$ cat config.mk
export PLATFORM = sky130hd
export DESIGN_NAME = line_edit_buffer
export DESIGN_NICKNAME = d
export VERILOG_FILES = /design/src/rtl/leb_pkg.sv /design/src/rtl/leb_ctrl.sv /design/src/rtl/leb_dpath.sv /design/src/rtl/line_edit_buffer.sv
export SDC_FILE = /design/constraint.sdc
export NUM_CORES = 1
export LEC_CHECK = 0
export BUFFER_PORTS_ARGS = -buffer_cell sky130_fd_sc_hd__buf_2
export CAP_MARGIN = 15
export CORE_UTILIZATION = 45
export CTS_BUF_LIST = sky130_fd_sc_hd__clkbuf_8
export DETAILED_ROUTE_END_ITERATION = 8
export GPL_TIMING_DRIVEN = 0
export HOLD_SLACK_MARGIN = 0.08
export PLACE_DENSITY = 0.6
export SYNTH_ARGS = -nofsm -noshare
export SYNTH_HDL_FRONTEND = slang
export SYNTH_SLANG_ARGS = --single-unit
$ cat constraint.sdc
create_clock -name clk -period 11.5 [get_ports clk]
set_input_delay 1.15 -clock clk [delete_from_list [all_inputs] [get_ports clk]]
set_output_delay 1.15 -clock clk [all_outputs]
set_load 0.01 [all_outputs]
$ cat src/rtl/leb_pkg.sv
// Shared constants, codes and control/status types of the line edit buffer.
package leb_pkg;

	// Port field widths
	localparam int KEY_W  = 8;
	localparam int KIND_W = 2;
	localparam int CHAR_W = 8;
	localparam int EV_W   = 3;
	localparam int POS_W  = 6;

	// Default store depth and reset value of the max length register
	localparam int                CAPACITY_DEF   = 32;
	localparam logic [POS_W-1:0]  MAX_LENGTH_RST = 6'd32;

	// Key codes
	localparam logic [KEY_W-1:0] KEY_PRINT_LO = 8'd33;
	localparam logic [KEY_W-1:0] KEY_PRINT_HI = 8'd127;
	localparam logic [KEY_W-1:0] KEY_PREFIX   = 8'd224;
	localparam logic [KEY_W-1:0] KEY_LEFT     = 8'd75;
	localparam logic [KEY_W-1:0] KEY_RIGHT    = 8'd77;
	localparam logic [KEY_W-1:0] KEY_HOME     = 8'd71;
	localparam logic [KEY_W-1:0] KEY_END      = 8'd79;
	localparam logic [KEY_W-1:0] KEY_BKSP     = 8'd8;
	localparam logic [KEY_W-1:0] KEY_ENTER    = 8'd13;
	localparam logic [KEY_W-1:0] KEY_ESC      = 8'd27;

	// Result kinds
	localparam logic [KIND_W-1:0] KIND_STATUS = 2'd0;
	localparam logic [KIND_W-1:0] KIND_CHAR   = 2'd1;
	localparam logic [KIND_W-1:0] KIND_END    = 2'd2;

	// Event codes
	localparam logic [EV_W-1:0] EV_INSERTED  = 3'd0;
	localparam logic [EV_W-1:0] EV_IGNORED   = 3'd1;
	localparam logic [EV_W-1:0] EV_MOVED     = 3'd2;
	localparam logic [EV_W-1:0] EV_DELETED   = 3'd3;
	localparam logic [EV_W-1:0] EV_SUBMITTED = 3'd4;
	localparam logic [EV_W-1:0] EV_CANCELLED = 3'd5;
	localparam logic [EV_W-1:0] EV_PREFIX    = 3'd6;

	// Controller to datapath commands
	typedef struct packed {
		logic load_key;    // capture the accepted key
		logic start_ins;   // set up right shift for an insert
		logic start_del;   // set up left shift for a backspace
		logic shift_step;  // move one character
		logic start_emit;  // clear line, prime read of entry 0
		logic emit_char;   // load one line character result
		logic emit_end;    // load end-of-line result
		logic commit;      // update cursor/length/prefix and load status result
	} cmd_t;

	// Datapath to controller status
	typedef struct packed {
		logic ins_ok;    // printable key that fits
		logic del_ok;    // backspace that deletes
		logic enter;     // enter with no prefix pending
		logic cnt_nz;    // shift/emit characters remain
		logic out_free;  // result register can load this cycle
	} sts_t;

endpackage

$ cat src/rtl/leb_ctrl.sv
// Controller state machine of the line edit buffer.
module leb_ctrl (
	input  logic          clk,
	input  logic          arst_n,
	input  logic          in_valid,
	output logic          in_stall,
	input  leb_pkg::sts_t sts,
	output leb_pkg::cmd_t cmd
);

	typedef enum logic [4:0] {
		ST_IDLE   = 5'b00001,
		ST_EXEC   = 5'b00010,
		ST_SHIFT  = 5'b00100,
		ST_COMMIT = 5'b01000,
		ST_EMIT   = 5'b10000
	} state_t;

	state_t state_q, state_d;

	assign in_stall = (state_q != ST_IDLE);

	// Next state and commands
	always_comb begin
		state_d = state_q;
		cmd     = '0;
		unique case (state_q)
			ST_IDLE: begin
				if (in_valid) begin
					cmd.load_key = 1'b1;
					state_d      = ST_EXEC;
				end
			end
			ST_EXEC: begin
				if (sts.ins_ok) begin
					cmd.start_ins = 1'b1;
					state_d       = ST_SHIFT;
				end else if (sts.del_ok) begin
					cmd.start_del = 1'b1;
					state_d       = ST_SHIFT;
				end else if (sts.enter) begin
					cmd.start_emit = 1'b1;
					state_d        = ST_EMIT;
				end else if (sts.out_free) begin
					cmd.commit = 1'b1;
					state_d    = ST_IDLE;
				end
			end
			ST_SHIFT: begin
				// last step's write lands in the cycle that sees the count at zero
				if (sts.cnt_nz) begin
					cmd.shift_step = 1'b1;
				end else begin
					state_d = ST_COMMIT;
				end
			end
			ST_COMMIT: begin
				if (sts.out_free) begin
					cmd.commit = 1'b1;
					state_d    = ST_IDLE;
				end
			end
			ST_EMIT: begin
				if (sts.out_free) begin
					if (sts.cnt_nz) begin
						cmd.emit_char = 1'b1;
					end else begin
						cmd.emit_end = 1'b1;
						state_d      = ST_IDLE;
					end
				end
			end
			default: begin
				state_d = ST_IDLE;
			end
		endcase
	end

	always_ff @(posedge clk or negedge arst_n) begin
		if (!arst_n) begin
			state_q <= ST_IDLE;
		end else begin
			state_q <= state_d;
		end
	end

endmodule

$ cat src/rtl/leb_dpath.sv
// Datapath of the line edit buffer: line store, cursor, length, result register.
module leb_dpath #(
	parameter int CAPACITY = leb_pkg::CAPACITY_DEF
) (
	input  logic                          clk,
	input  logic                          arst_n,
	input  leb_pkg::cmd_t                 cmd,
	output leb_pkg::sts_t                 sts,
	input  logic [leb_pkg::KEY_W-1:0]     key_code,
	input  logic                          cfg_wr_en,
	input  logic [leb_pkg::POS_W-1:0]     cfg_wr_data,
	output logic                          out_valid,
	input  logic                          out_stall,
	output logic [leb_pkg::KIND_W-1:0]    kind,
	output logic [leb_pkg::CHAR_W-1:0]    char_value,
	output logic [leb_pkg::EV_W-1:0]      event_res,
	output logic [leb_pkg::POS_W-1:0]     cursor,
	output logic [leb_pkg::POS_W-1:0]     length,
	output logic                          last
);

	localparam int AW = (CAPACITY > 1) ? $clog2(CAPACITY) : 1;
	localparam int PW = $clog2(CAPACITY + 1);

	// Line store
	logic [leb_pkg::CHAR_W-1:0] mem [CAPACITY];

	logic [leb_pkg::KEY_W-1:0]  key_q;
	logic                       pend_q;
	logic [PW-1:0]              cur_q, len_q;
	logic [leb_pkg::POS_W-1:0]  maxlen_q;
	logic [PW-1:0]              src_q, cnt_q;
	logic                       up_q;
	logic                       wv_s1;
	logic [AW-1:0]              wa_s1;
	logic [leb_pkg::CHAR_W-1:0] rd_data_q;
	logic                       out_valid_q;

	logic [PW-1:0]           nxt_cur, nxt_len;
	logic                    nxt_pend;
	logic [leb_pkg::EV_W-1:0] dec_ev;
	logic                    is_print, ins_ok, del_ok, enter;
	logic                    out_free;
	logic [PW-1:0]           src_inc, src_dec;
	logic                    rd_en;
	logic [AW-1:0]           rd_addr;

	assign src_inc = src_q + PW'(1);
	assign src_dec = src_q - PW'(1);

	// Key decode and next edit state
	always_comb begin
		is_print = (key_q >= leb_pkg::KEY_PRINT_LO) && (key_q <= leb_pkg::KEY_PRINT_HI);
		nxt_cur  = cur_q;
		nxt_len  = len_q;
		nxt_pend = 1'b0;
		dec_ev   = leb_pkg::EV_IGNORED;
		ins_ok   = 1'b0;
		del_ok   = 1'b0;
		enter    = 1'b0;
		if (pend_q) begin
			unique case (key_q)
				leb_pkg::KEY_LEFT: begin
					if (cur_q != '0) nxt_cur = cur_q - PW'(1);
					dec_ev = leb_pkg::EV_MOVED;
				end
				leb_pkg::KEY_RIGHT: begin
					if (cur_q < len_q) nxt_cur = cur_q + PW'(1);
					dec_ev = leb_pkg::EV_MOVED;
				end
				leb_pkg::KEY_HOME: begin
					nxt_cur = '0;
					dec_ev  = leb_pkg::EV_MOVED;
				end
				leb_pkg::KEY_END: begin
					nxt_cur = len_q;
					dec_ev  = leb_pkg::EV_MOVED;
				end
				default: begin
					dec_ev = leb_pkg::EV_IGNORED;
				end
			endcase
		end else if (is_print) begin
			if ((leb_pkg::POS_W'(len_q) < maxlen_q) && (len_q < PW'(CAPACITY))
					&& (cur_q <= len_q)) begin
				ins_ok  = 1'b1;
				nxt_cur = cur_q + PW'(1);
				nxt_len = len_q + PW'(1);
				dec_ev  = leb_pkg::EV_INSERTED;
			end
		end else if (key_q == leb_pkg::KEY_PREFIX) begin
			nxt_pend = 1'b1;
			dec_ev   = leb_pkg::EV_PREFIX;
		end else if (key_q == leb_pkg::KEY_BKSP) begin
			if ((cur_q != '0) && (cur_q <= len_q)) begin
				del_ok  = 1'b1;
				nxt_cur = cur_q - PW'(1);
				nxt_len = len_q - PW'(1);
				dec_ev  = leb_pkg::EV_DELETED;
			end
		end else if (key_q == leb_pkg::KEY_ENTER) begin
			enter = 1'b1;
		end else if (key_q == leb_pkg::KEY_ESC) begin
			nxt_cur = '0;
			nxt_len = '0;
			dec_ev  = leb_pkg::EV_CANCELLED;
		end
	end

	assign out_free = !out_valid_q || !out_stall;

	assign sts.ins_ok   = ins_ok;
	assign sts.del_ok   = del_ok;
	assign sts.enter    = enter;
	assign sts.cnt_nz   = (cnt_q != '0);
	assign sts.out_free = out_free;

	// Store read port: shift source, first line entry, or next line entry
	assign rd_en = cmd.shift_step || cmd.start_emit || cmd.emit_char;
	always_comb begin
		if (cmd.shift_step) begin
			rd_addr = src_q[AW-1:0];
		end else if (cmd.emit_char) begin
			rd_addr = src_inc[AW-1:0];
		end else begin
			rd_addr = '0;
		end
	end

	// Store: shifted character written in the cycle after its read; key written on commit
	always_ff @(posedge clk) begin
		if (wv_s1) begin
			mem[wa_s1] <= rd_data_q;
		end else if (cmd.commit && ins_ok) begin
			mem[cur_q[AW-1:0]] <= key_q;
		end
		if (rd_en) begin
			rd_data_q <= mem[rd_addr];
		end
	end

	// Control registers
	always_ff @(posedge clk or negedge arst_n) begin
		if (!arst_n) begin
			pend_q      <= 1'b0;
			cur_q       <= '0;
			len_q       <= '0;
			maxlen_q    <= leb_pkg::MAX_LENGTH_RST;
			cnt_q       <= '0;
			wv_s1       <= 1'b0;
			out_valid_q <= 1'b0;
		end else begin
			if (cfg_wr_en) maxlen_q <= cfg_wr_data;
			if (cmd.commit) begin
				cur_q  <= nxt_cur;
				len_q  <= nxt_len;
				pend_q <= nxt_pend;
			end else if (cmd.start_emit) begin
				cur_q <= '0;
				len_q <= '0;
			end
			if (cmd.start_ins || cmd.start_del) begin
				cnt_q <= len_q - cur_q;
			end else if (cmd.start_emit) begin
				cnt_q <= len_q;
			end else if (cmd.shift_step || cmd.emit_char) begin
				cnt_q <= cnt_q - PW'(1);
			end
			wv_s1 <= cmd.shift_step;
			if (cmd.commit || cmd.emit_char || cmd.emit_end) begin
				out_valid_q <= 1'b1;
			end else if (!out_stall) begin
				out_valid_q <= 1'b0;
			end
		end
	end

	// Payload registers
	always_ff @(posedge clk) begin
		if (cmd.load_key) key_q <= key_code;
		if (cmd.start_ins || cmd.start_del) up_q <= cmd.start_ins;
		if (cmd.start_ins) begin
			src_q <= len_q - PW'(1);
		end else if (cmd.start_del) begin
			src_q <= cur_q;
		end else if (cmd.start_emit) begin
			src_q <= '0;
		end else if (cmd.shift_step) begin
			src_q <= up_q ? src_dec : src_inc;
		end else if (cmd.emit_char) begin
			src_q <= src_inc;
		end
		if (cmd.shift_step) begin
			wa_s1 <= up_q ? src_inc[AW-1:0] : src_dec[AW-1:0];
		end
		// Result register
		if (cmd.commit) begin
			kind       <= leb_pkg::KIND_STATUS;
			char_value <= '0;
			event_res  <= dec_ev;
			cursor     <= leb_pkg::POS_W'(nxt_cur);
			length     <= leb_pkg::POS_W'(nxt_len);
			last       <= 1'b1;
		end else if (cmd.emit_char) begin
			kind       <= leb_pkg::KIND_CHAR;
			char_value <= rd_data_q;
			event_res  <= leb_pkg::EV_SUBMITTED;
			cursor     <= '0;
			length     <= '0;
			last       <= 1'b0;
		end else if (cmd.emit_end) begin
			kind       <= leb_pkg::KIND_END;
			char_value <= '0;
			event_res  <= leb_pkg::EV_SUBMITTED;
			cursor     <= '0;
			length     <= '0;
			last       <= 1'b1;
		end
	end

	assign out_valid = out_valid_q;

endmodule

$ cat src/rtl/line_edit_buffer.sv
// Line edit buffer: keyboard bytes in, status and submitted-line beats out.
//
// Input channel: one key_code byte per beat (in_valid/in_stall). Output
// channel: one result per beat (out_valid/out_stall) with kind, char_value,
// event_res, cursor, length and last; last marks the final beat of a key.
// max_length is written on cfg_wr_en/cfg_wr_data by the user only while idle,
// unchecked by the block. One key is handled at a time; in_stall is high from
// acceptance until the key's last result is loaded into the output register.
// Steps per key:
//   plain key, move, Esc, rejected edit: decode, then the status result
//   insert or backspace: length - cursor characters moved, one per cycle
//     through the single write port of the line store, then the status result
//   Enter: one line character per beat from the store read port, end beat last
// A stalled output holds its beat; the block waits and loses nothing.
// Reset clears cursor, length and the prefix flag and sets max_length to 32;
// the line store needs no clearing, as only entries below length are used.
module line_edit_buffer #(
	parameter int CAPACITY = leb_pkg::CAPACITY_DEF
) (
	input  logic                          clk,
	input  logic                          arst_n,
	input  logic                          cfg_wr_en,
	input  logic [leb_pkg::POS_W-1:0]     cfg_wr_data,
	input  logic                          in_valid,
	output logic                          in_stall,
	input  logic [leb_pkg::KEY_W-1:0]     key_code,
	output logic                          out_valid,
	input  logic                          out_stall,
	output logic [leb_pkg::KIND_W-1:0]    kind,
	output logic [leb_pkg::CHAR_W-1:0]    char_value,
	output logic [leb_pkg::EV_W-1:0]      event_res,
	output logic [leb_pkg::POS_W-1:0]     cursor,
	output logic [leb_pkg::POS_W-1:0]     length,
	output logic                          last
);

	leb_pkg::cmd_t cmd;
	leb_pkg::sts_t sts;

	leb_ctrl u_ctrl (
		.clk      (clk),
		.arst_n   (arst_n),
		.in_valid (in_valid),
		.in_stall (in_stall),
		.sts      (sts),
		.cmd      (cmd)
	);

	leb_dpath #(
		.CAPACITY (CAPACITY)
	) u_dpath (
		.clk         (clk),
		.arst_n      (arst_n),
		.cmd         (cmd),
		.sts         (sts),
		.key_code    (key_code),
		.cfg_wr_en   (cfg_wr_en),
		.cfg_wr_data (cfg_wr_data),
		.out_valid   (out_valid),
		.out_stall   (out_stall),
		.kind        (kind),
		.char_value  (char_value),
		.event_res   (event_res),
		.cursor      (cursor),
		.length      (length),
		.last        (last)
	);

	// An accepted key blocks the next one
	a_busy_after_accept: assert property (@(posedge clk) disable iff (!arst_n)
		(in_valid && !in_stall) |=> in_stall)
		else $error("input accepted twice in a row");

	// Cursor never past the end of the line
	a_cursor_in_line: assert property (@(posedge clk) disable iff (!arst_n)
		out_valid |-> (cursor <= length))
		else $error("cursor beyond line length");

	// Line characters are never the final beat of a key
	a_char_not_last: assert property (@(posedge clk) disable iff (!arst_n)
		(out_valid && (kind == leb_pkg::KIND_CHAR)) |-> !last)
		else $error("line character flagged last");

	// Submitted-line beats report an emptied line
	a_submit_clears: assert property (@(posedge clk) disable iff (!arst_n)
		(out_valid && (kind != leb_pkg::KIND_STATUS)) |->
			((event_res == leb_pkg::EV_SUBMITTED) && (cursor == '0) && (length == '0)))
		else $error("submitted beat with stale line state");

endmodule

==> flow_metrics.tcl <==
set metrics [dict create \
    crit_buf_inv 3 \
    slowest_delay_ps 830 \
    via_count 11200 \
    yosys.area.top_type_share 0.566 \
    seqPwrFrac 0.450 \
    synth_top_family_by_area "simple AND/OR/NAND/NOR gates" \
    synthFlopType "edfxtp_1" \
    worst_path_max_delay_cell "nor2_1" \
    cp-start-kind "flip-flop" \
    cts_resized 0 \
    initial_utilization 0.458 \
    rsz0062_at_grt "no" \
    core_area_sq_um 34500 \
    period_needed_ps 5590 \
    synthTopCellsByArea "edfxtp_1, dfrtp_1, nand2_1, mux2i_1, nor2_1" \
    grt_use_met2 0.404 \
    drive_gt1_frac 0.129 \
    top_usage_layer "met2" \
    ios 47 \
    globalplace.congestion 0.946 \
    syn-mean-instance-area_sq_um 11.8 \
    synth_edf_count 298 \
    use_met1 0.324 \
    syn_inst 1337 \
    grt_start_max_net_pins 33 \
    cts_buffers 57 \
    synth_fa_ha_area_frac 0.0163 \
    antenna_found_initial 0 \
    p_sw_frac 0.325 \
    fillers 3075 \
    path_common_cell "clkbuf_1" \
    finalHoldWorstSlack_ps 448 \
    synth_top_area_cell "edfxtp_1" \
    worst_slack_ps 5910 \
    hp-class "flip-flop to flip-flop" \
    powerDensity_nw_per_um2 182 \
    p_int_mw 2.19 \
    die_w_microns 189 \
    fin_area_sq_um 17900 \
    status "complete, no violations" \
    ys_ff_latch 341 \
    portBuffers 46 \
    async_flop_share 0.0938 \
    area_delta_synth_final_pct 12.9 \
    yosysWarnings 0 \
    max_freq_mhz 179 \
    placementRows 68 \
    peakVddDrop_uv 93.9 \
    comb_power_share 0.242 \
    seq_area_frac_synth 0.631 \
    finalPower_mw 3.25 \
    finalHoldViolations 0 \
    grt_util_met3 0.0334 \
    wire_per_inst_microns 21.9 \
    regArea_sq_um 9970 \
    final_common_cell "edfxtp_1" \
    post-dp-hpwl_microns 29900 \
    slew_viol_final 0 \
    synthSimpleGateAreaFrac 0.144 \
    final_cell_mix "edfxtp_1, nand2_1, nor2_1" \
    multi_input_area_sq_um 5370 \
    synth_xor_area_frac 0.0150 \
    drc_errors 0 \
    cts.sinks 341 \
    fin_crit_sh 0.486 \
    dieArea_sq_um 35900 \
    tns_ps 0 \
    place_area_sq_um 16700 \
    path_class "flip-flop to flip-flop" \
    clk_pin_slew_worst_paths_ps 60 \
    htreeDepth 2 \
    clock_power_share 0.307 \
    end_kind "flip-flop" \
    track_usage 0.241 \
    synthMuxAreaShare 0.0468 \
    arrival_ps 5820 \
    syn_area_sq_um 15800 \
    relSlewSlack 0.259 \
    cp_max_fo 10 \
    grt_pass1_wl_microns 65500 \
    routed_wl_microns 42600 \
    cts_root_buf "clkbuf_8" \
    ys_types 96 \
    cp_cell_sequence "clkbuf_1 > inv_1 > ha_1 > fa_1 > nor2b_1 > o31ai_1 > a22oi_1 > nand3_1 > nor3_1 > clkbuf_1 > a31oi_1 > nor2_1" \
    p_leak_nw 6.41 \
    diodes 0 \
    cts_tree "done" \
    drt_iter0_markers 1142 \
    grt_pass1_vias 10900 \
    cts.path.max_buffers 3 \
    nNetsFinal 1489 \
    drv_cap 0 \
    final_antenna_net_count 0 \
    grt-ovfl-total 0 \
    setup_violations 0 \
    switching_power_mw 1.06 \
    cts_hold_buffers 0 \
    syn_nets 1376 \
    firstDrtPassIters 6 \
    rrSetupSlack_ps 5910 \
    cp_top_family "simple AND/OR/NAND/NOR gates" \
    die_h_microns 189 \
    vias_per_cell 5.73 \
    clock-skew-final_ps 34.6 \
    worstPathRequired_ps 11730 \
    pre_cts_slack_ps 5940 \
    worst_slew_pin_slew_ps 1110 \
    synth-compound-area-share 0.116 \
    clk_latency_ps 610 \
    cts_setup_buffers 0 \
]
[cells in the mapped netlist (20+ instances only)]
master / count
edfxtp_1: 298
nor4_1: 27
xnor2_1: 20
mux2i_1: 65
clkbuf_1: 42
a21oi_1: 84
nand3_1: 37
nor3_1: 37
nor2_1: 122
nand2_1: 199
dfrtp_1: 30
inv_1: 34
o21ai_0: 65
[stage by stage]
step | instances | util
floorplan | 1337 | -
detailed placement | 1840 | 0.482
global route | 1946 | 0.517
CTS | 1940 | 0.512
global placement | 1838 | 0.481
finish | 1946 | 0.517
[kinds of logic (layout without fill, tap and decap cells)]
kind of cell               count (synthesis)  count (layout)
AOI/OAI and AO/OA                        278             278
xor gates and xnor gates                  27              27
adders and majority gates                 20              20
buffers and inverters                    107             261
DFF                                      341             341
muxes                                     71              71
and+or+nand+nor                          493             493
[path summary, 6_finish.rpt]
path,startpoint,to,cells after the start
setup / recovery,u_dpath.len_q[0],u_dpath.mem[14][4],12
hold / removal,u_dpath.last,u_dpath.last,2
setup reg to reg,u_dpath.len_q[0],u_dpath.mem[14][4],12
hold reg to reg,u_dpath.last,u_dpath.last,2
max in group asynchronous,arst_n,u_dpath.cur_q[2],1
min in group asynchronous,arst_n,u_dpath.maxlen_q[4],1
[power by group through the flow]
| stage | clock network [mW] | logic, mW | registers (mW) |
|---|---|---|---|
| 5_1_grt | 1.07 | 0.854 | 1.47 |
| 6_report | 0.998 | 0.787 | 1.46 |
| 4_1_cts | 1.02 | 0.774 | 1.46 |
| 3_5_place_dp | 0 | 0.770 | 1.49 |
| 3_3_place_gp | 0 | 0.763 | 1.49 |
| 2_1_floorplan | 0 | 0.537 | 1.47 |
[area by class of cell]
class	instances	share of cell area
Sequential cell	341	0.559
Multi-Input combinational cell	889	0.301
Clock buffer	59	0.0455
Tap cell	455	0.0319
Timing Repair Buffer	54	0.0238
Buffer	72	0.0198
Clock inverter	41	0.0123
Inverter	35	0.00736
[tightest hold or removal path, delay by kind of cell (launching register included)]
| family | cells | cell delay (ps) |
|---|---|---|
| flops | 1 | 300 |
| buf+inv | 1 | 50 |
| compound gates | 1 | 50 |
[flip-flops by register name (all words and copies together), names as in the netlist]
signal and flops:
u_dpath.pend_q 1, u_dpath.char_value 8, u_dpath.up_q 1, u_dpath.maxlen_q 6
u_dpath.cursor 6, u_dpath.key_q 8, u_dpath.len_q 6, u_dpath.src_q 5
u_dpath.cnt_q 6, u_dpath.last 1, u_dpath.length 6, u_dpath.mem 256
u_dpath.wv_s1 1, u_dpath.cur_q 6, u_dpath.out_valid 1, u_ctrl.state_q 5
u_dpath.event_res 3, u_dpath.rd_data_q 8, u_dpath.wa_s1 5, u_dpath.kind 2
[per-layer routing]
| layer | wire, microns | vias to the layer above |
|---|---|---|
| met1 | 18700 | 5492 |
| met4 | 1160 | 0 |
| met3 | 2200 | 81 |
| met5 | 0 | - |
| met2 | 20500 | 381 |
| li1 | - | 5206 |
Note: power is estimated with default switching activity, not from simulation.
